$ cat config.mk
export PLATFORM = sky130hd
export DESIGN_NAME = rmq_front_flat
export DESIGN_NICKNAME = d
export VERILOG_FILES = /design/src/rtl/rmq_pkg.sv /design/src/rtl/rmq_mat_if.sv /design/src/rtl/rmq_front.sv /design/src/flat_wrapper.sv
export SDC_FILE = /design/constraint.sdc
export NUM_CORES = 1
export LEC_CHECK = 0
export ABC_AREA = 1
export BUFFER_PORTS_ARGS = -buffer_cell sky130_fd_sc_hd__buf_2
export CAP_MARGIN = 10
export CORE_MARGIN = 2
export CORE_UTILIZATION = 33
export DETAILED_ROUTE_END_ITERATION = 10
export GPL_ROUTABILITY_DRIVEN = 0
export PLACE_DENSITY = 0.6
export SYNTH_ARGS = -nofsm -noshare
export SYNTH_HDL_FRONTEND = slang
export SYNTH_SLANG_ARGS = --single-unit
$ cat constraint.sdc
create_clock -name i_clk -period 15 [get_ports i_clk]
set_clock_uncertainty 0.1 [all_clocks]
set_input_delay 0.75 -clock i_clk [delete_from_list [all_inputs] [get_ports i_clk]]
set_output_delay 0.75 -clock i_clk [all_outputs]
set_load 0.05 [all_outputs]
$ cat src/rtl/rmq_pkg.sv
// Shared types and constants for the rotation matrix to quaternion converter.
// No dependencies; imported by rmq_front, rmq_queue, rmq_back and the top level.
package rmq_pkg;

    // Component that comes straight from the square root (the largest one).
    typedef enum logic [1:0] {
        BR_X = 2'd0,
        BR_Y = 2'd1,
        BR_Z = 2'd2,
        BR_W = 2'd3
    } t_branch;

    // Entries of the queue between the classifier and the arithmetic pipeline.
    localparam int QUEUE_DEPTH = 2;

    // Occupancy flags of the decoupling queue.
    typedef struct packed {
        logic full;
        logic empty;
    } t_queue_status;

endpackage

$ cat src/rtl/rmq_mat_if.sv
// Input channel carrying one 3x3 matrix, row-major, signed fixed point.
// Depends on nothing; used by the top level and the classifier.
interface rmq_mat_if #(parameter int W = 32) ();
    logic                valid;
    logic                ready;
    logic signed [W-1:0] r0c0;
    logic signed [W-1:0] r0c1;
    logic signed [W-1:0] r0c2;
    logic signed [W-1:0] r1c0;
    logic signed [W-1:0] r1c1;
    logic signed [W-1:0] r1c2;
    logic signed [W-1:0] r2c0;
    logic signed [W-1:0] r2c1;
    logic signed [W-1:0] r2c2;

    modport source (output valid, r0c0, r0c1, r0c2, r1c0, r1c1, r1c2, r2c0, r2c1, r2c2,
                    input ready);
    modport sink (input valid, r0c0, r0c1, r0c2, r1c0, r1c1, r1c2, r2c0, r2c1, r2c2,
                  output ready);
endinterface

$ cat src/rtl/rmq_front.sv
// Classifier: picks the branch from trace and diagonal, forms the radicand
// and the three numerators. Depends on rmq_pkg and rmq_mat_if.
module rmq_front #(
    parameter int W    = 32,
    parameter int F    = 30,
    parameter int RADU = 34
) (
    input  logic                          i_clk,
    input  logic                          i_rst_n,
    rmq_mat_if.sink                       i_mat,
    output logic                          o_valid,
    input  logic                          i_ready,
    output logic [2+RADU+3*(W+1)-1:0]     o_data
);
    import rmq_pkg::*;

    localparam int RADW = RADU + 1;
    localparam int PW   = 2 + RADU + 3 * (W + 1);
    localparam logic signed [RADW-1:0] ONE_FX = RADW'(1) << F;

    logic signed [W+1:0]   trace;
    logic signed [RADW-1:0] e0, e4, e8, rad_s;
    logic [RADU-1:0]       rad_u;
    logic signed [W:0]     na, nb, nc;
    t_branch               branch;
    logic                  r_valid;
    logic [PW-1:0]         r_data;

    // Trace and sign-extended diagonal.
    assign trace = (W+2)'(i_mat.r0c0) + (W+2)'(i_mat.r1c1) + (W+2)'(i_mat.r2c2);
    assign e0    = RADW'(i_mat.r0c0);
    assign e4    = RADW'(i_mat.r1c1);
    assign e8    = RADW'(i_mat.r2c2);

    // Branch choice; the three numerators are kept in component order,
    // skipping the component that the root gives directly.
    always_comb begin
        if (trace > 0) begin
            branch = BR_W;
            rad_s  = e0 + e4 + e8 + ONE_FX;
            na     = (W+1)'(i_mat.r2c1) - (W+1)'(i_mat.r1c2);
            nb     = (W+1)'(i_mat.r0c2) - (W+1)'(i_mat.r2c0);
            nc     = (W+1)'(i_mat.r1c0) - (W+1)'(i_mat.r0c1);
        end else if (i_mat.r0c0 > i_mat.r1c1 && i_mat.r0c0 > i_mat.r2c2) begin
            branch = BR_X;
            rad_s  = ONE_FX + e0 - e4 - e8;
            na     = (W+1)'(i_mat.r0c1) + (W+1)'(i_mat.r1c0);
            nb     = (W+1)'(i_mat.r0c2) + (W+1)'(i_mat.r2c0);
            nc     = (W+1)'(i_mat.r2c1) - (W+1)'(i_mat.r1c2);
        end else if (i_mat.r1c1 > i_mat.r2c2) begin
            branch = BR_Y;
            rad_s  = ONE_FX + e4 - e0 - e8;
            na     = (W+1)'(i_mat.r0c1) + (W+1)'(i_mat.r1c0);
            nb     = (W+1)'(i_mat.r1c2) + (W+1)'(i_mat.r2c1);
            nc     = (W+1)'(i_mat.r0c2) - (W+1)'(i_mat.r2c0);
        end else begin
            branch = BR_Z;
            rad_s  = ONE_FX + e8 - e0 - e4;
            na     = (W+1)'(i_mat.r0c2) + (W+1)'(i_mat.r2c0);
            nb     = (W+1)'(i_mat.r1c2) + (W+1)'(i_mat.r2c1);
            nc     = (W+1)'(i_mat.r1c0) - (W+1)'(i_mat.r0c1);
        end
    end

    // A negative radicand is clamped to zero.
    assign rad_u = rad_s[RADW-1] ? '0 : rad_s[RADU-1:0];

    // Output register; a new matrix is taken whenever it is empty or drains.
    assign i_mat.ready = !r_valid || i_ready;

    always_ff @(posedge i_clk) begin
        if (!i_rst_n) begin
            r_valid <= 1'b0;
        end else if (i_mat.ready) begin
            r_valid <= i_mat.valid;
        end
    end

    always_ff @(posedge i_clk) begin
        if (i_mat.ready) begin
            r_data <= {branch, rad_u, na, nb, nc};
        end
    end

    assign o_valid = r_valid;
    assign o_data  = r_data;
endmodule

$ cat src/flat_wrapper.sv
// flat-port wrapper written by rule: the top's interface ports become plain ports
module rmq_front_flat import rmq_pkg::*;
#(
    parameter int W    = 32,
    parameter int F    = 30,
    parameter int RADU = 34
)
  (i_clk, i_rst_n, o_valid, i_ready, o_data, i_mat_valid, i_mat_r0c0, i_mat_r0c1, i_mat_r0c2, i_mat_r1c0, i_mat_r1c1, i_mat_r1c2, i_mat_r2c0, i_mat_r2c1, i_mat_r2c2, i_mat_ready);
  rmq_mat_if #(.W(W)) i_mat_i ();
  input  logic i_clk;
  input  logic i_rst_n;
  output logic o_valid;
  input  logic i_ready;
  output logic [2+RADU+3*(W+1)-1:0] o_data;
  input wire logic [$bits(i_mat_i.valid)-1:0] i_mat_valid;
  input wire logic [$bits(i_mat_i.r0c0)-1:0] i_mat_r0c0;
  input wire logic [$bits(i_mat_i.r0c1)-1:0] i_mat_r0c1;
  input wire logic [$bits(i_mat_i.r0c2)-1:0] i_mat_r0c2;
  input wire logic [$bits(i_mat_i.r1c0)-1:0] i_mat_r1c0;
  input wire logic [$bits(i_mat_i.r1c1)-1:0] i_mat_r1c1;
  input wire logic [$bits(i_mat_i.r1c2)-1:0] i_mat_r1c2;
  input wire logic [$bits(i_mat_i.r2c0)-1:0] i_mat_r2c0;
  input wire logic [$bits(i_mat_i.r2c1)-1:0] i_mat_r2c1;
  input wire logic [$bits(i_mat_i.r2c2)-1:0] i_mat_r2c2;
  output wire logic [$bits(i_mat_i.ready)-1:0] i_mat_ready;
  assign i_mat_i.valid = i_mat_valid;
  assign i_mat_i.r0c0 = i_mat_r0c0;
  assign i_mat_i.r0c1 = i_mat_r0c1;
  assign i_mat_i.r0c2 = i_mat_r0c2;
  assign i_mat_i.r1c0 = i_mat_r1c0;
  assign i_mat_i.r1c1 = i_mat_r1c1;
  assign i_mat_i.r1c2 = i_mat_r1c2;
  assign i_mat_i.r2c0 = i_mat_r2c0;
  assign i_mat_i.r2c1 = i_mat_r2c1;
  assign i_mat_i.r2c2 = i_mat_r2c2;
  assign i_mat_ready = i_mat_i.ready;
  rmq_front #(.W(W), .F(F), .RADU(RADU)) u_core (.i_clk(i_clk), .i_rst_n(i_rst_n), .i_mat(i_mat_i), .o_valid(o_valid), .i_ready(i_ready), .o_data(o_data));
endmodule
==> impl_metrics.csv <==
group,metric,value,unit
floorplan,fp.coreArea,0.112,mm2
final_layout,drive_gt1_share,7.78,%
final_layout,fin_cells,7977,
global_route,grt_max_degree,83,
setup_path,cp-end-kind,"register",
setup_path,r2r_cells,3,
hold_path,holdPathStages,3,
yosys,synth_cells,6146,
global_route,grt_pass1_vias,40700,
setup_path,r2r-start,"u_core.o_valid",
clock_network,clkSlewWorstSetupHoldPaths,70,ps
floorplan,placementRows,123,
final_layout,fin_area,0.0415,mm2
placement,port_buffers,428,
floorplan,die_w,340,um
sta,min_period,7080,ps
clock_network,clk-insertion-delay-late,450,ps
hold_path,hp-start,"i_mat_valid",
final_layout,nets,7390,
drt,drtAntennaViolNets,0,
setup_path,worstPathArrival,7170,ps
sta,worst_slew_pin_slew,1150,ps
sta,hold_viol,0,
sta,fmax,141,MHz
drt,routedWlPerCell,21.2,um
sta,slew_violations,0,
setup_path,worst-path-max-fanout,82,
clock_network,cts-resized-gates,0,
sta,tns,0,ps
clock_network,cts_buffers,17,
status,status,"finished, final reports clean",
clock_network,ctsLongestPathBuffers,2,
yosys,postSynth.asyncResetShare,0,%
clock_network,cts_root_buf,"clkbuf_16",
clock_network,cts_setup_buffers,0,
setup_path,worst-setup-path-type,"input pin to register",
floorplan,initial_utilization,33.3,%
yosys,synthFlopType,"edfxtp_1",
setup_path,critPathRequiredTime,15090,ps
drt,drc,0,
drt,dr_total_vias,43000,
sta,fin_crit_sh,47.2,%
placement,place_inst,7944,
global_route,antenna_found_initial,12,
final_layout,area_delta_synth_final,11.0,%
yosys,post_synth.cell_area_avg,6.08,um2
yosys,netlist_area,0.0374,mm2
global_route,overflow,0,
hold_path,hold_path.class,"input pin to register",
drt,drt_iter0_drc,4356,
pwr,powerDensity,125,mW/mm2
sta,setup_viol,0,
yosys,ys_types,55,
yosys,ys_ff_latch,136,
placement,hpwl,148,mm
sta,rsz0062_at_grt,"no",
yosys,ys_seq_area_share,10.9,%
final_layout,fin_util,36.9,%
drt,dr.pass1.iters,7,
pwr,ir_drop,0.0000738,V
setup_path,critPathLaunch,"i_mat_r2c2[1]",
setup_path,start_kind,"input pin",
floorplan,ioPinCount,429,
clock_network,ctsHoldBuffers,0,
drt,routed_via_density,5.39,
drt,routed_wl,169,mm
yosys,synth_nets,7073,
flow_run,maxCapViolations,0,
yosys,yosysWarnings,0,
clock_network,cts_tree,"done",
clock_network,cts.htree.levels,4,
global_route,grt_util_all_layers,27.8,%
placement,placed_area,0.0409,mm2
global_route,grt_pass1_wl,244,mm
clock_network,clock_sinks,136,
pwr,cellLeakagePower,22.2,nW
floorplan,die_y,340,um
yosys,synth-edff-count,135,
floorplan,die-area,0.116,mm2
sta,slew_headroom,23.2,%
## placed cells by master, fill, tap and decap left out, types with 58 or more instances in the layout
cell type,count
edfxtp_1,135
a21oi_1,554
nor2_1,600
xor2_1,258
ha_1,577
xnor2_1,64
nor3_1,72
o21ai_0,381
nand2_1,1651
nand3_1,336
fa_1,58
buf_2,428
inv_1,923
## metal layers
layer,vias to the layer above,share of wire (%),track usage (%)
met1,19600,39,34.0
met4,4,6.9,16.3
met2,2282,45,46.2
met3,447,8.9,4.13
met5,-,0.0095,0
li1,20600,-,-
## layout make-up
| type | instances | area [um2] |
|---|---|---|
| clock inverter | 15 | 183 |
| antenna | 1 | 2.50 |
| sequential | 136 | 4070 |
| timing repair buffer | 440 | 2230 |
| multi-input combinational | 4939 | 29200 |
| tap | 1500 | 1880 |
| inverter | 929 | 3490 |
| fill | 12600 | 70900 |
| clock buffer | 17 | 425 |
## worst paths after layout
kind                        end  slack, ps
min              u_core.o_valid        440
min reg2reg      u_core.o_valid        960
max reg2reg   u_core.o_data[29]      12410
max          u_core.o_data[102]       7920
## registers in the layout, indices dropped and copies added (netlist names)
signal          cells
u_core.o_data     135
u_core.o_valid      1
## Yosys cell counts (2+ instances only)
cell	number	share of area [%]
a211oi_1	8	0.16
a21boi_0	29	0.58
a21o_1	35	0.70
a21oi_1	554	7.4
a21oi_2	2	0.047
a221oi_1	10	0.23
a31o_2	2	0.047
a31oi_1	24	0.40
and2_1	6	0.10
and3_1	2	0.033
buf_2	29	0.39
buf_4	9	0.18
buf_6	5	0.15
clkbuf_1	99	0.99
edfxtp_1	135	11
fa_1	58	3.1
ha_1	577	19
inv_1	923	9.3
inv_2	5	0.050
nand2_1	1652	17
nand2_2	3	0.050
nand3_1	337	4.5
nand3b_1	29	0.58
nand4_1	54	0.90
nor2_1	600	6.0
nor3_1	72	0.96
nor3b_1	2	0.040
nor4_1	20	0.33
o2111ai_1	4	0.094
o211a_1	3	0.080
o211ai_1	25	0.50
o21a_1	26	0.52
o21ai_0	381	5.1
o21ai_1	18	0.24
o21ai_2	3	0.070
o21bai_1	42	0.84
o221ai_1	8	0.19
o22ai_1	6	0.10
o311ai_0	2	0.047
o31ai_1	3	0.060
or2_2	10	0.17
xnor2_1	64	1.5
xor2_1	258	6.0
## logic make-up after synthesis
group | synth area share, %
flops | 10.9
buf+inv | 11.0
xor+xnor | 7.61
compound gates | 17.6
fa+ha+maj | 22.4
simple gates | 30.5
## per-stage QoR
stage	setup slack, ps	hold WS (ps)	total power, W
finish	7920	439	0.00520
global route	7460	429	0.00551
CTS	7990	416	0.00510
detailed placement	7520	909	0.00465
global placement	7640	903	0.00463
floorplan	9630	791	0.00338
## power by group
group / internal (W) / switching, W / leakage (nW)
clock network: 0.000251 / 0.000191 / 0.295
logic: 0.00106 / 0.00289 / 20.4
registers: 0.000660 / 0.000146 / 1.45
## worst max-delay path, stage by stage
cell and delay (ps):
buf_2 130, fa_1 580, ha_1 260, inv_1 90
fa_1 480, inv_1 120, nand3_1 130, nand3_1 180
nand2_1 110, nand3_1 110, a21oi_1 90, or2_2 270
nand2_1 170, ha_1 290, nand4_1 110, nor2_1 110
nand3_1 80, nor2_1 110, nand4_1 120, nor2_1 120
nand3_1 100, nor2_1 130, nand3_2 470, nand2_4 850
nand2_1 790, inv_1 290, nor2_1 80
(Power assumes the default switching activity.)
