--- src/rtl/rmq_pkg.sv ---
// Shared types and constants for the rotation matrix to quaternion converter.
// No dependencies; imported by rmq_front, rmq_queue, rmq_back and the top level.
package rmq_pkg;

    // Component that comes straight from the square root (the largest one).
    typedef enum logic [1:0] {
        BR_X = 2'd0,
        BR_Y = 2'd1,
        BR_Z = 2'd2,
        BR_W = 2'd3
    } t_branch;

    // Entries of the queue between the classifier and the arithmetic pipeline.
    localparam int QUEUE_DEPTH = 2;

    // Occupancy flags of the decoupling queue.
    typedef struct packed {
        logic full;
        logic empty;
    } t_queue_status;

endpackage

--- src/rtl/rmq_queue.sv ---
// Short queue that decouples the classifier from the arithmetic pipeline.
// Depends on rmq_pkg for its depth and status type.
module rmq_queue #(
    parameter int DW = 8
) (
    input  logic          i_clk,
    input  logic          i_rst_n,
    input  logic          i_valid,
    output logic          o_ready,
    input  logic [DW-1:0] i_data,
    output logic          o_valid,
    input  logic          i_ready,
    output logic [DW-1:0] o_data
);
    import rmq_pkg::*;

    localparam int PTRW = (QUEUE_DEPTH > 1) ? $clog2(QUEUE_DEPTH) : 1;
    localparam int CNTW = $clog2(QUEUE_DEPTH + 1);

    logic [DW-1:0]   r_mem [QUEUE_DEPTH];
    logic [PTRW-1:0] r_wr_ptr, r_rd_ptr;
    logic [CNTW-1:0] r_count;
    t_queue_status   status;
    logic            push, pop;

    assign status.full  = (r_count == CNTW'(QUEUE_DEPTH));
    assign status.empty = (r_count == '0);
    assign o_ready      = !status.full;
    assign o_valid      = !status.empty;
    assign push         = i_valid && o_ready;
    assign pop          = o_valid && i_ready;
    assign o_data       = r_mem[r_rd_ptr];

    // Pointers and fill count.
    always_ff @(posedge i_clk) begin
        if (!i_rst_n) begin
            r_wr_ptr <= '0;
            r_rd_ptr <= '0;
            r_count  <= '0;
        end else begin
            if (push) begin
                r_wr_ptr <= r_wr_ptr + 1'b1;
            end
            if (pop) begin
                r_rd_ptr <= r_rd_ptr + 1'b1;
            end
            if (push && !pop) begin
                r_count <= r_count + 1'b1;
            end else if (pop && !push) begin
                r_count <= r_count - 1'b1;
            end
        end
    end

    // Storage write.
    always_ff @(posedge i_clk) begin
        if (push) begin
            r_mem[r_wr_ptr] <= i_data;
        end
    end

    a_count_bound: assert property (@(posedge i_clk) disable iff (!i_rst_n)
        r_count <= CNTW'(QUEUE_DEPTH))
        else $error("queue count exceeds depth");
    a_full_no_growth: assert property (@(posedge i_clk) disable iff (!i_rst_n)
        status.full && !pop |=> status.full && $stable(r_wr_ptr))
        else $error("queue accepted a transfer while full");
endmodule

--- config.mk ---
export PLATFORM = sky130hd
export DESIGN_NAME = rmq_queue
export DESIGN_NICKNAME = d
export VERILOG_FILES = /design/src/rtl/rmq_pkg.sv /design/src/rtl/rmq_queue.sv
export SDC_FILE = /design/constraint.sdc
export NUM_CORES = 1
export LEC_CHECK = 0
export ABC_AREA = 1
export BUFFER_PORTS_ARGS = -buffer_cell sky130_fd_sc_hd__buf_2
export CORE_AREA = 2 2 47 49
export CTS_CLUSTER_DIAMETER = 120
export DETAILED_ROUTE_END_ITERATION = 12
export DIE_AREA = 0 0 49 51
export GPL_ROUTABILITY_DRIVEN = 0
export PLACE_DENSITY = 0.72
export SLEW_MARGIN = 5
export SYNTH_ARGS = -nofsm -noshare
export SYNTH_HDL_FRONTEND = slang
export SYNTH_SLANG_ARGS = --single-unit
--- constraint.sdc ---
create_clock -name i_clk -period 1.35 [get_ports i_clk]
set_input_delay 0.135 -clock i_clk [delete_from_list [all_inputs] [get_ports i_clk]]
set_output_delay 0.135 -clock i_clk [all_outputs]
set_load 0.03 [all_outputs]
==> flow_summary.json, run 1 <==
{
  "synth_compound_gate_area_share_pct": 2.844,
  "report.final.slew_viol_count": 0,
  "area_growth_pct": 33.83,
  "holdWs_ns": 0.03109,
  "grt_pass1_wl_mm": 2.111,
  "cap_violations": 0,
  "syn_area_um2": 835.8,
  "setup_viol": 0,
  "fmax_mhz": 750.4,
  "cp.arrival_ns": 1.20,
  "ant_nets": 0,
  "die-area_um2": 2499,
  "end_kind": "primary output",
  "power.density_nw_per_um2": 1879,
  "die-height_um": 51,
  "ys_seq_area_share_pct": 69.46,
  "syn_inst": 62,
  "dp_cells": 112,
  "drt-vias-per-instance": 4.534,
  "core_um2": 2063,
  "layout_setup_ws_ns": 0.01734,
  "synth_seq_cells": 21,
  "mostFrequentLayoutCell": "edfxtp_1",
  "post_cts_buffers": 0,
  "io_buffers": 21,
  "worstPathRequired_ns": 1.22,
  "final_cell_mix": "edfxtp_1, buf_2, mux2_4, nor2_1, buf_6",
  "dp_slack_ns": 0.01486,
  "first_pass_iters": 1,
  "synth_xor_area_share_pct": 0,
  "grt_pass1_vias": 492,
  "min_period_over_period_pct": 98.72,
  "tightest_slew_ns": 0.1605,
  "ctsLongestPathBuffers": 2,
  "nets": 102,
  "drive_above_1_share_pct": 53.41,
  "critPathKind": "register to primary output",
  "drc": 0,
  "clock_skew_ns": 0.006731,
  "worstSkewPairLatency_ns": 0.28,
  "start_util_pct": 40.51,
  "synth_top_family_by_area": "simple AND/OR/NAND/NOR gates",
  "synth_warnings": 0,
  "row_count": 17,
  "fin_crit_ns": 1.333,
  "start_kind": "register",
  "vias": 526,
  "h-tree-depth": 1,
  "synth.distinct_cells": 18,
  "grt_start_max_net_pins": 13,
  "n_antenna_cell": 0,
  "die_w_um": 49,
  "clkSlewWorstSetupHoldPaths_ns": 0.10,
  "final_cells": 116,
  "gr-total-overflow": 0,
  "clock_sinks": 21,
  "drt-initial-drc-count": 0,
  "hold_viol": 0,
  "relSlewSlack_pct": 89.30,
  "cts_tree": "done",
  "hold_class": "input pin to register",
  "fillCellCount": 182,
  "total_leakage_power_nw": 0.4703,
  "synthMuxAreaShare_pct": 10.78,
  "yosys.area_share.adder_pct": 1.497,
  "cts_buffers": 3,
  "grt_setup_unrepaired": "yes",
  "ir_drop_mv": 1.236,
  "synth-simple-area-share_pct": 11.08,
  "cts-root-buf": "clkbuf_4",
  "dp_hpwl_um": 924.9,
  "syn_nets": 75,
  "synth.avg_cell_area_um2": 13.48,
  "path_max_fanout": 8,
  "outcome": "complete, no violations",
  "grt_usage_pct": 11.35,
  "wirelength_mm": 1.226,
  "wl_per_cell_um": 10.57,
  "ios": 22,
  "antenna_found_initial": 0
}
## flip-flops by register name, indices dropped and copies added (netlist names), named ones only
name and cells:
r_rd_ptr 1, r_mem 16, r_count 2, r_wr_ptr 1
## report_power, final
part | switching, mW | leakage, nW | internal (mW)
logic | 0.481 | 0.260 | 0.407
clock network | 0.158 | 0.0177 | 0.110
registers | 0.104 | 0.192 | 0.841
## Yosys cell counts
| cell | number | area [um^2] |
|---|---|---|
| a21oi_1 | 1 | 5.000 |
| buf_2 | 1 | 5.000 |
| clkinv_2 | 1 | 5.000 |
| dfxtp_1 | 5 | 100.1 |
| edfxtp_1 | 16 | 480.5 |
| ha_1 | 1 | 12.51 |
| inv_1 | 6 | 22.52 |
| inv_2 | 1 | 3.750 |
| mux2_2 | 8 | 90.09 |
| nand2_1 | 6 | 22.52 |
| nand2_2 | 1 | 6.260 |
| nand2_4 | 2 | 22.52 |
| nand3_1 | 1 | 5.000 |
| nand4_1 | 1 | 6.260 |
| nor2_1 | 8 | 30.03 |
| o21a_2 | 1 | 8.760 |
| o21ai_0 | 1 | 5.000 |
| o21ai_1 | 1 | 5.000 |
## per-layer routing
metal | track usage (%) | vias up | share of wire, %
met2 | 21.23 | 15 | 54
met3 | 2.924 | 2 | 5.5
li1 | - | 263 | -
met4 | 4.286 | 0 | 0.65
met1 | 12.33 | 246 | 40
met5 | 0 | - | 0
## path summary, 6_finish.rpt
kind / start / to / slack, ns / depth (start not counted)
worst max-delay path: register / o_data[1] / 0.02 / 2
worst min register to register: r_count[0] / r_count[0] / 0.48 / 1
worst min-delay path: i_data[7] / r_mem[1][7] / 0.03 / 1
worst max register to register: r_count[0] / r_count[1] / 0.11 / 8
## worst max-delay path: stages (launching register included)
cell and delay (ns):
dfxtp_4 0.45, mux2_4 0.32, buf_6 0.14
## metrics by stage
step	total power [mW]	TNS, ns	instance area [um^2]	util [%]
after global placement	1.624	0	985.9	47.79
after floorplan	1.460	-0.3909	835.8	-
final	2.101	0	1119	54.21
after detailed placement	1.645	0	985.9	47.79
after CTS	2.023	-0.003175	1070	51.85
after global routing	2.229	-0.2920	1119	54.21
## logic make-up (layout without fill, tap and decap cells)
family | count (synthesis) | count (layout)
buf+inv | 9 | 35
fa+ha+maj | 1 | 1
simple gates | 19 | 19
mux | 8 | 8
compound gates | 4 | 4
flops | 21 | 21
## timing repair
| item | CTS | global route |
|---|---|---|
| gates resized for setup | 20 | 14 |
| hold buffers | 0 | 0 |
| endpoints found under the setup margin | 9 | 10 |
## layout make-up
cell class                 count  area [um^2]  area share [%]
multi-input combinational     32        261.5           23.38
inverter                       8        35.03           3.132
tap                           28        35.03           3.132
clock buffer                   3        22.52           2.013
sequential                    21        589.3           52.68
clock inverter                 1        5.005          0.4474
timing repair buffer          23        170.2           15.21
(Power assumes the default switching activity.)
==> inputs of run 2 (changes only) <==
==> config.mk (replaced) <==
export PLATFORM = sky130hd
export DESIGN_NAME = rmq_queue
export DESIGN_NICKNAME = d
export VERILOG_FILES = /design/src/rtl/rmq_pkg.sv /design/src/rtl/rmq_queue.sv
export SDC_FILE = /design/constraint.sdc
export NUM_CORES = 1
export LEC_CHECK = 0
export BUFFER_PORTS_ARGS = -buffer_cell sky130_fd_sc_hd__buf_2
export CORE_AREA = 2 2 46 48
export CTS_CLUSTER_DIAMETER = 120
export DETAILED_ROUTE_END_ITERATION = 12
export DIE_AREA = 0 0 48 50
export GPL_ROUTABILITY_DRIVEN = 0
export GPL_TIMING_DRIVEN = 0
export PLACE_DENSITY = 0.73
export SYNTH_ARGS = -nofsm -noshare
export SYNTH_HDL_FRONTEND = slang
export SYNTH_SLANG_ARGS = --single-unit
==> run 2 against run 1 <==
  * The run now ends with setup timing left
  * Register-to-register slack lost 0.19 ns
  * Flip-flop and latch count is the same
  * Fmax fell by 7.0%
  * First-iteration DRC count increased by 6
  * Critical path type is now register to register
  * Highest routed layer unchanged
==> flow_summary.json, run 2 <==
{
  "worstPathRequired_ns": 1.58,
  "worstSkewPairLatency_ns": 0.29,
  "ios": 22,
  "cp.arrival_ns": 1.66,
  "rr_worst_depth": 6,
  "largest_register_ffs": 16,
  "post_dp_cell_area_um2": 964.7,
  "synth_warnings": 0,
  "syn_inst": 50,
  "final_cells": 103,
  "synth-edff-count": 16,
  "end_kind": "register",
  "critPathLaunch": "r_count[0]",
  "power.density_nw_per_um2": 1942,
  "crit_cells": 6,
  "reg2reg_to": "r_count[1]",
  "core_um2": 1902,
  "die-area_um2": 2400,
  "nets": 90,
  "grt_pass1_vias": 449,
  "drive_above_1_share_pct": 60.53,
  "reg2reg_from": "r_count[0]",
  "reg_top3": "r_mem (16), r_count (2)",
  "synthTopCellsByCount": "edfxtp_1, mux2_2, dfxtp_1, nor2_1, xor2_1",
  "cts_hold_buffers": 0,
  "io_buffers": 21,
  "cts_buffers": 3,
  "dp_slack_ns": -0.1358,
  "fin_crit_ns": 1.433,
  "syn_area_um2": 809.5,
  "grt_setup_unrepaired": "yes",
  "outcome": "finished, violations left",
  "grt_usage_pct": 11.76,
  "syn_nets": 63,
  "synthArstFlopShare_pct": 0,
  "tightest_slew_ns": 0.2202,
  "first_pass_iters": 2,
  "regMostFlops": "r_mem",
  "ys_seq_area_share_pct": 71.72,
  "wl_per_cell_um": 11.50,
  "synth_top_area_share_pct": 59.35,
  "synth.avg_cell_area_um2": 16.19,
  "fmax_mhz": 697.6,
  "cpPeakStageDelay_ns": 0.38,
  "path_max_fanout": 5,
  "cts_tree": "done",
  "layout_setup_ws_ns": -0.08347,
  "fin_setup_tns_ns": -0.1623,
  "crit_family": "simple AND/OR/NAND/NOR gates",
  "final_cell_mix": "edfxtp_1, buf_2, mux2_4, buf_6",
  "drt-initial-drc-count": 6,
  "path_cells": "nand2b_4 -> and2_4 -> ha_4 -> xor2_1 -> or3_1 -> a21oi_1",
  "report.final.slew_viol_count": 0,
  "r2r_slack_ns": -0.08,
  "total_leakage_power_nw": 0.4495,
  "grt_start_max_net_pins": 13,
  "critPathKind": "register to register",
  "area_growth_pct": 35.86,
  "ant_nets": 0,
  "n_antenna_cell": 0,
  "mostFrequentLayoutCell": "edfxtp_1",
  "clkSlewWorstSetupHoldPaths_ns": 0.11,
  "hold_class": "input pin to register",
  "total_power_mw": 2.136,
  "ir_drop_mv": 1.395,
  "die_w_um": 48,
  "cts-root-buf": "clkbuf_4",
  "cap_violations": 0,
  "synth.area.top_cells": "edfxtp_1, dfxtp_1, mux2_2",
  "clock_sinks": 21,
  "drc": 0,
  "setup_viol": 9,
  "antenna_found_initial": 0,
  "critical_path_buf_inv_count": 0,
  "synth.distinct_cells": 17,
  "synth_seq_cells": 21,
  "gr-total-overflow": 0,
  "yosysTopAreaCell": "edfxtp_1",
  "cp-endpoint": "r_count[1]",
  "row_count": 16,
  "clock_skew_ns": 0.003680,
  "die-height_um": 50,
  "start_kind": "register",
  "ctsLongestPathBuffers": 2,
  "relSlewSlack_pct": 85.32,
  "ys.flop_type": "edfxtp_1",
  "wirelength_mm": 1.184,
  "dp_cells": 98,
  "h-tree-depth": 1,
  "hold_viol": 0,
  "drt-vias-per-instance": 4.631,
  "final_cell_area_um2": 1100,
  "failed_checks": "setup timing",
  "start_util_pct": 42.57,
  "synth_most_common_cell": "edfxtp_1",
  "crit_slowest_cell": "dfxtp_4",
  "min_period_over_period_pct": 106.2,
  "vias": 477,
  "grt_pass1_wl_mm": 1.952
}
-- run 2: cell count changes in the layout (fill, tap and decap cells not counted), moves of 2 or more --
cell and change:
nand2_1 -6, nor2_1 -5, inv_1 -3, xor2_1 +3
inv_4 -2, nand2_4 -2
-- run 2: final cells by class --
cell class	instances	area, um^2
fillers	153	802.0
plain buffers	1	15.01
clock buffers	3	22.52
multi-input cells	26	266.5
clock inverters	1	5.005
inverters	2	7.507
well taps	27	33.78
repair buffers	22	162.7
flip-flops and latches	21	586.8
-- run 2: cells by family (layout without fill, tap and decap cells) --
group	count (synthesis)	count (layout)	synth area share (%)
AO/OA/AOI/OAI	5	5	3.710
XOR/XNOR	3	3	3.246
adder cells (fa/ha/maj)	1	1	1.545
buffers and inverters	3	29	1.545
flip-flops	21	21	71.72
multiplexers	8	8	11.13
AND/OR/NAND/NOR	9	9	7.112
-- run 2: metal layers --
layer	vias up	GRT usage [%]	part of all wire, %
met5	-	0	0
met4	0	5.405	0.84
met3	2	4.029	6.5
met2	15	18.22	50
met1	225	14.18	42
li1	235	-	-
-- run 2: worst register-to-register path: cells and delay by family, from the launching register on --
kind / cells / cell delay (ns)
simple gates: 3 / 0.58
flops: 1 / 0.38
fa+ha+maj: 1 / 0.15
xor+xnor: 1 / 0.14
compound gates: 1 / 0.12
-- run 2: where the power goes --
| part | internal [mW] | switching, mW |
|---|---|---|
| sequential | 0.833 | 0.0716 |
| clock | 0.110 | 0.179 |
| combinational | 0.471 | 0.472 |
-- run 2: what timing repair did --
item | in CTS | in global routing
resized for setup | 32 | 1
buffers inserted | 1 | 0
endpoints found under the setup margin | 9 | 17
pin swaps | 1 | 1
-- run 2: through the flow --
step | hold WS (ns) | util [%]
global placement | 0.3234 | 50.72
global route | 0.003404 | 57.83
finish | 0.02010 | 57.83
floorplan | 0.2339 | -
detailed placement | 0.3271 | 50.72
CTS | 0.01335 | 57.83
-- run 2: worst min-delay path by stage --
stage,from,endpoint,slack [ns],depth (start not counted)
2_1_floorplan,i_data[0],r_mem[0][0],0.23,0
3_3_place_gp,i_data[3],r_mem[0][3],0.32,1
3_5_place_dp,i_data[5],r_mem[0][5],0.33,1
4_1_cts,i_data[5],r_mem[0][5],0.01,1
5_1_grt,i_data[0],r_mem[0][0],0.003,1
6_report,i_data[5],r_mem[0][5],0.02,1
